File: config.mk
export PLATFORM = sky130hd
export DESIGN_NAME = tqle_index
export DESIGN_NICKNAME = d
export VERILOG_FILES = /design/src/rtl/tabular_q_learning_engine_core_defines.svh /design/src/rtl/tqle_pkg.sv /design/src/rtl/tqle_index.sv
export SDC_FILE = /design/constraint.sdc
export NUM_CORES = 1
export LEC_CHECK = 0
export BUFFER_PORTS_ARGS = -buffer_cell sky130_fd_sc_hd__buf_2
export CAP_MARGIN = 10
export CELL_PAD_IN_SITES_DETAIL_PLACEMENT = 0
export CELL_PAD_IN_SITES_GLOBAL_PLACEMENT = 2
export CORE_ASPECT_RATIO = 1.4
export CORE_MARGIN = 3
export CORE_UTILIZATION = 33
export CTS_BUF_LIST = sky130_fd_sc_hd__clkbuf_8 sky130_fd_sc_hd__clkbuf_16
export CTS_CLUSTER_DIAMETER = 60
export DETAILED_ROUTE_END_ITERATION = 7
export HOLD_SLACK_MARGIN = 0.02
export PLACE_DENSITY_LB_ADDON = 0.2
export SLEW_MARGIN = 40
export SYNTH_ARGS = -nofsm -noshare
export SYNTH_HDL_FRONTEND = slang
export SYNTH_SLANG_ARGS = --single-unit
File: constraint.sdc
create_clock -name clk -period 6.6 [get_ports clk]
set_clock_uncertainty 0.1 [all_clocks]
set_input_delay 0 -clock clk [delete_from_list [all_inputs] [get_ports clk]]
set_output_delay 0 -clock clk [all_outputs]
set_load 0.02 [all_outputs]
File: src/rtl/tabular_q_learning_engine_core_defines.svh
// Assertion macros shared by the Q-learning engine RTL.
`ifndef TABULAR_Q_LEARNING_ENGINE_CORE_DEFINES_SVH
`define TABULAR_Q_LEARNING_ENGINE_CORE_DEFINES_SVH

// Same-cycle implication, sampled on clk, quiet during reset.
`define TQLE_ASSERT_NOW(lbl, ante, cons, msg) \
  lbl: assert property (@(posedge clk) disable iff (!rst_n) (ante) |-> (cons)) \
    else $error(msg);

// Next-cycle implication, sampled on clk, quiet during reset.
`define TQLE_ASSERT_NEXT(lbl, ante, cons, msg) \
  lbl: assert property (@(posedge clk) disable iff (!rst_n) (ante) |=> (cons)) \
    else $error(msg);

`endif

File: src/rtl/tqle_pkg.sv
// Types, codes and defaults of the Q-learning engine.
package tqle_pkg;

  localparam int DEF_MAX_STATES  = 4096;
  localparam int DEF_MAX_ACTIONS = 8;
  localparam int DEF_MAX_DIMS    = 3;

  localparam int Q_WIDTH = 16;
  localparam logic signed [Q_WIDTH-1:0] Q_MAX = {1'b0, {(Q_WIDTH-1){1'b1}}};
  localparam logic signed [Q_WIDTH-1:0] Q_MIN = {1'b1, {(Q_WIDTH-1){1'b0}}};

  localparam logic [1:0] MODE_CHOOSE = 2'd0;
  localparam logic [1:0] MODE_UPDATE = 2'd1;
  localparam logic [1:0] MODE_READ   = 2'd2;
  localparam logic [1:0] MODE_WRITE  = 2'd3;

  localparam logic [1:0] ERR_OK     = 2'd0;
  localparam logic [1:0] ERR_STATE  = 2'd1;
  localparam logic [1:0] ERR_ACTION = 2'd2;

  localparam logic [2:0] CFG_NUM_ACTIONS   = 3'd0;
  localparam logic [2:0] CFG_LEARNING_RATE = 3'd1;
  localparam logic [2:0] CFG_DISCOUNT      = 3'd2;
  localparam logic [2:0] CFG_GREEDY_THR    = 3'd3;
  localparam logic [2:0] CFG_DIM_SIZE_X    = 3'd4;
  localparam logic [2:0] CFG_DIM_SIZE_Y    = 3'd5;
  localparam logic [2:0] CFG_DIM_SIZE_Z    = 3'd6;

  localparam int CFG_DATA_W = 17;

  typedef struct packed {
    logic [1:0]         mode;
    logic [11:0]        state_x;
    logic [11:0]        state_y;
    logic [11:0]        state_z;
    logic [11:0]        next_x;
    logic [11:0]        next_y;
    logic [11:0]        next_z;
    logic [2:0]         action_in;
    logic signed [15:0] reward_or_value;
    logic [15:0]        rand_frac;
    logic [15:0]        rand_pick;
  } in_word_t;

  typedef struct packed {
    logic [2:0]         action_out;
    logic signed [15:0] q_value_out;
    logic               greedy_taken;
    logic [1:0]         error_code;
  } out_word_t;

  typedef struct packed {
    logic [11:0] x;
    logic [11:0] y;
    logic [11:0] z;
  } coord_t;

  typedef struct packed {
    logic [12:0] x;
    logic [12:0] y;
    logic [12:0] z;
  } dims_t;

  typedef struct packed {
    logic       load;
    logic       step;
    logic [1:0] dim;
  } idx_ctl_t;

endpackage

File: src/rtl/tqle_index.sv
// Mixed-radix state index unit: one coordinate folded in per step.
module tqle_index #(
  parameter int MAX_STATES = tqle_pkg::DEF_MAX_STATES,
  parameter int SW         = (MAX_STATES > 1) ? $clog2(MAX_STATES) : 1
) (
  input  logic               clk,
  input  tqle_pkg::idx_ctl_t ctl,
  input  tqle_pkg::dims_t    dims,
  input  tqle_pkg::coord_t   coord,
  output logic [SW-1:0]      idx,
  output logic               bad
);
  import tqle_pkg::*;

  localparam int PW = SW + 14;

  logic [SW-1:0] acc_r, acc_nxt;
  logic          bad_r, bad_nxt;
  logic [11:0]   co;
  logic [12:0]   dm;
  logic [PW-1:0] prod;

  always_comb begin
    case (ctl.dim)
      2'd0: begin
        co = coord.x;
        dm = dims.x;
      end
      2'd1: begin
        co = coord.y;
        dm = dims.y;
      end
      default: begin
        co = coord.z;
        dm = dims.z;
      end
    endcase
    prod = PW'(acc_r) * PW'(dm) + PW'(co);
    acc_nxt = acc_r;
    bad_nxt = bad_r;
    if (ctl.load) begin
      acc_nxt = '0;
      bad_nxt = 1'b0;
    end else if (ctl.step) begin
      // the index only grows, so an overflow anywhere spoils the end result
      acc_nxt = prod[SW-1:0];
      bad_nxt = bad_r || ({1'b0, co} >= dm) || (prod >= PW'(MAX_STATES));
    end
  end

  always_ff @(posedge clk) begin
    acc_r <= acc_nxt;
    bad_r <= bad_nxt;
  end

  assign idx = acc_r;
  assign bad = bad_r;

endmodule

==> summary.md <==
| Metric | Value |
|---|---|
| Status | `completed` |
| Clock-pin slew on the worst setup and hold paths | `0.05 ns` |
| Final Max Slew Viols | `0` |
| Ant. Diodes | `0` |
| Setup Buffers After CTS | `0` |
| Avg Synthesized Cell Area | `8.33 sq um` |
| Layout area overhead | `14.7%` |
| Hold Path Stages | `3` |
| Cell count after placement | `1,170` |
| H-tree Lvls | `1` |
| # fillers | `2,208` |
| CORE AREA | `20,100 sq um` |
| Final WL | `21,600 microns` |
| Critical path type | `input port to register` |
| Die ar. | `22,700 sq um` |
| Hold bufs inserted after CTS | `1` |
| # IOs | `93` |
| Initial DRC count | `162` |
| Largest net degree at the start of global routing | `27` |
| R2R depth | `20` |
| Yosys top cell by area | `fa_1` |
| Final hold violation count | `0` |
| CTS Buffer Depth | `2` |
| CTS tree | `built` |
| F_max | `0.165 GHz` |
| Top cells by count, synth | `167 x inv_1, 124 x nand2_1, 122 x fa_1, 86 x ha_1, 70 x and2_1` |
| Data arrival time of the critical path | `6.09 ns` |
| Yosys top cell area share | `0.355` |
| TNS Setup | `0 ns` |
| Fin cells | `1,175` |
| Gr usage total | `0.199` |
| Reg2reg end | `bad$_SDFFE_PP0P_` |
| Vias per inst | `4.90` |
| Post-synth net total | `1,115` |
| Leakage | `4.32 nW` |
| CP Capture Type | `register` |
| Initial Util | `0.342` |
| Post-synth EDFFs | `0` |
| RR Startpoint | `idx[3]$_SDFFE_PP0P_` |
| Layout Nets | `1,212` |
| WHS Endpoint | `idx[5]$_SDFFE_PP0P_` |
| Hold path startpoint | `ctl[2]` |
| Seq/Total Area, Yosys | `0.0378` |
| Most common cell in the synthesized netlist | `inv_1` |
| Worst Path Max Fanout | `17` |
| DP Wirelength | `18,800 microns` |
| Worst rel slew slack | `0.499` |
| Synth area leaders | `fa_1 35%, ha_1 16%, inv_1 9.1%` |
| CP required | `6.62 ns` |
| Post-DRT Antenna Nets | `0` |
| Setup violators final | `0` |
| Layout cell share with drive strength beyond 1 | `0.150` |
| Port bufs | `92` |
| Power per cell area | `425 nW/um^2` |
| Top FF cell, synth | `dfxtp_1` |
| YS warnings | `0` |
| Number of CTS-inserted buffers | `3` |
| Flop2flop setup slack | `0.55 ns` |
| Chip width | `128 microns` |
| First-pass GRT wire length | `34,800 microns` |
| DRC violations left | `0` |
| Routed len/inst | `18.4 microns` |
| Rows | `61` |
| Initial antenna violation count | `1` |
| Final worst path period share | `0.920` |
| Setup repair after global routing missed its margin | `no` |
| Synth cell types | `46` |
| Synth Register Bits | `13` |
| Slew of the pin with the lowest slew margin | `0.733 ns` |
| DR vias | `5,753` |
| GRT overflow | `0` |
| Maximum capacitance violations | `0` |
| Synth Instances | `827` |
| Die height | `177 microns` |
| Ys async rst share | `0` |
| Drt first pass iters | `6` |
| Register area | `260 sq um` |
| Multi-input logic area | `5870 sq um` |
| Setup Slack @ Placement | `0.232 ns` |
| Clock sink count | `13` |
| Peak supply drop | `0.238 mV` |
| Clock root buffer | `clkbuf_16` |
| Number of global-route vias before repair | `6,457` |
| Routability Congestion | `0.817` |
| Worst setup margin | `0.529 ns` |
| Min-delay worst type | `input port to register` |
| Netlist Area Pre-Place | `6890 sq um` |
| Clk_lat worst skew | `0.24 ns` |
| Crit start category | `input port` |
| CTS resizes | `0` |
| Minimum clock period | `6.07 ns` |
metal layers:
| layer | routed length, microns | up-vias | part of all wire | global-route usage |
|---|---|---|---|---|
| li1 | - | 2781 | - | - |
| met1 | 7970 | 2811 | 0.37 | 0.222 |
| met2 | 12300 | 135 | 0.57 | 0.400 |
| met3 | 830 | 24 | 0.038 | 0.0163 |
| met4 | 517 | 2 | 0.024 | 0.0442 |
| met5 | 7 | - | 0.00032 | 0 |
final cells by class:
class | instances | share of cell area
Clock inverter | 1 | 0.000475
Tap cell | 252 | 0.0399
Sequential cell | 13 | 0.0329
Clock buffer | 3 | 0.00950
Timing Repair Buffer | 129 | 0.0953
Multi-Input combinational cell | 610 | 0.743
Inverter | 167 | 0.0793
worst max-delay path: stages:
cell and delay (ns):
buf_2 0.31, buf_12 0.23, mux2i_1 0.21, o21ai_0 0.09, buf_4 0.22, and2_1 0.18
fa_1 0.52, fa_1 0.46, fa_1 0.51, fa_1 0.56, inv_1 0.06, fa_1 0.55
inv_1 0.05, ha_1 0.35, a21oi_1 0.21, o211ai_1 0.18, a21boi_0 0.24, xor2_1 0.19
nand4_1 0.10, a2111o_1 0.41, nor4_1 0.33, a31oi_1 0.12
logic make-up after synthesis:
kind of cell,Yosys count,synth area share
AND/OR/NAND/NOR,249,0.171
adder cells (fa/ha/maj),208,0.511
buffers and inverters,204,0.112
AO/OA/AOI/OAI,101,0.0955
multiplexers,39,0.0570
XOR/XNOR,13,0.0165
flip-flops,13,0.0378
power breakdown:
| part | leakage, nW | switching, mW | internal, mW |
|---|---|---|---|
| Combinational | 4.17 | 1.80 | 1.27 |
| Sequential | 0.107 | 0.0719 | 0.101 |
| Clock | 0.0423 | 0.0348 | 0.0801 |
| Total | 4.32 | 1.91 | 1.45 |
state kept, by name (all words and copies together), names as in the netlist:
register  cells
bad           1
idx          12
how the worst max path moves through the flow:
stage | depth (start not counted) | slack [ns] | start | to
5_1_grt | 25 | 0.10 | ctl[0] | bad$_SDFFE_PP0P_
4_1_cts | 20 | 0.46 | ctl[0] | bad$_SDFFE_PP0P_
2_1_floorplan | 23 | 0.44 | ctl[0] | bad$_SDFFE_PP0P_
6_report | 22 | 0.53 | ctl[0] | bad$_SDFFE_PP0P_
3_3_place_gp | 20 | 0.28 | ctl[0] | bad$_SDFFE_PP0P_
3_5_place_dp | 20 | 0.23 | ctl[0] | bad$_SDFFE_PP0P_
cells in the final DEF, fill, tap and decap left out, drive strengths merged, types with 13 or more instances in the layout:
cell | synthesis | layout
o21ai | 39 | 39
buf | 2 | 128
dfxtp | 13 | 13
mux2i | 37 | 37
nand2 | 124 | 124
nor2 | 25 | 25
ha | 86 | 86
fa | 122 | 122
inv | 167 | 168
a21oi | 13 | 13
and2 | 70 | 70
through the flow:
stage	utilization	hold WS (ns)	total power [mW]	area, sq um
final	0.392	0.130	3.36	7900
after global routing	0.392	0.179	3.86	7900
after CTS	0.392	0.137	3.43	7900
after detailed placement	0.388	0.247	3.28	7810
after global placement	0.387	0.237	3.30	7810
after floorplan	-	-0.0276	2.38	6890
(Power assumes the default switching activity.)
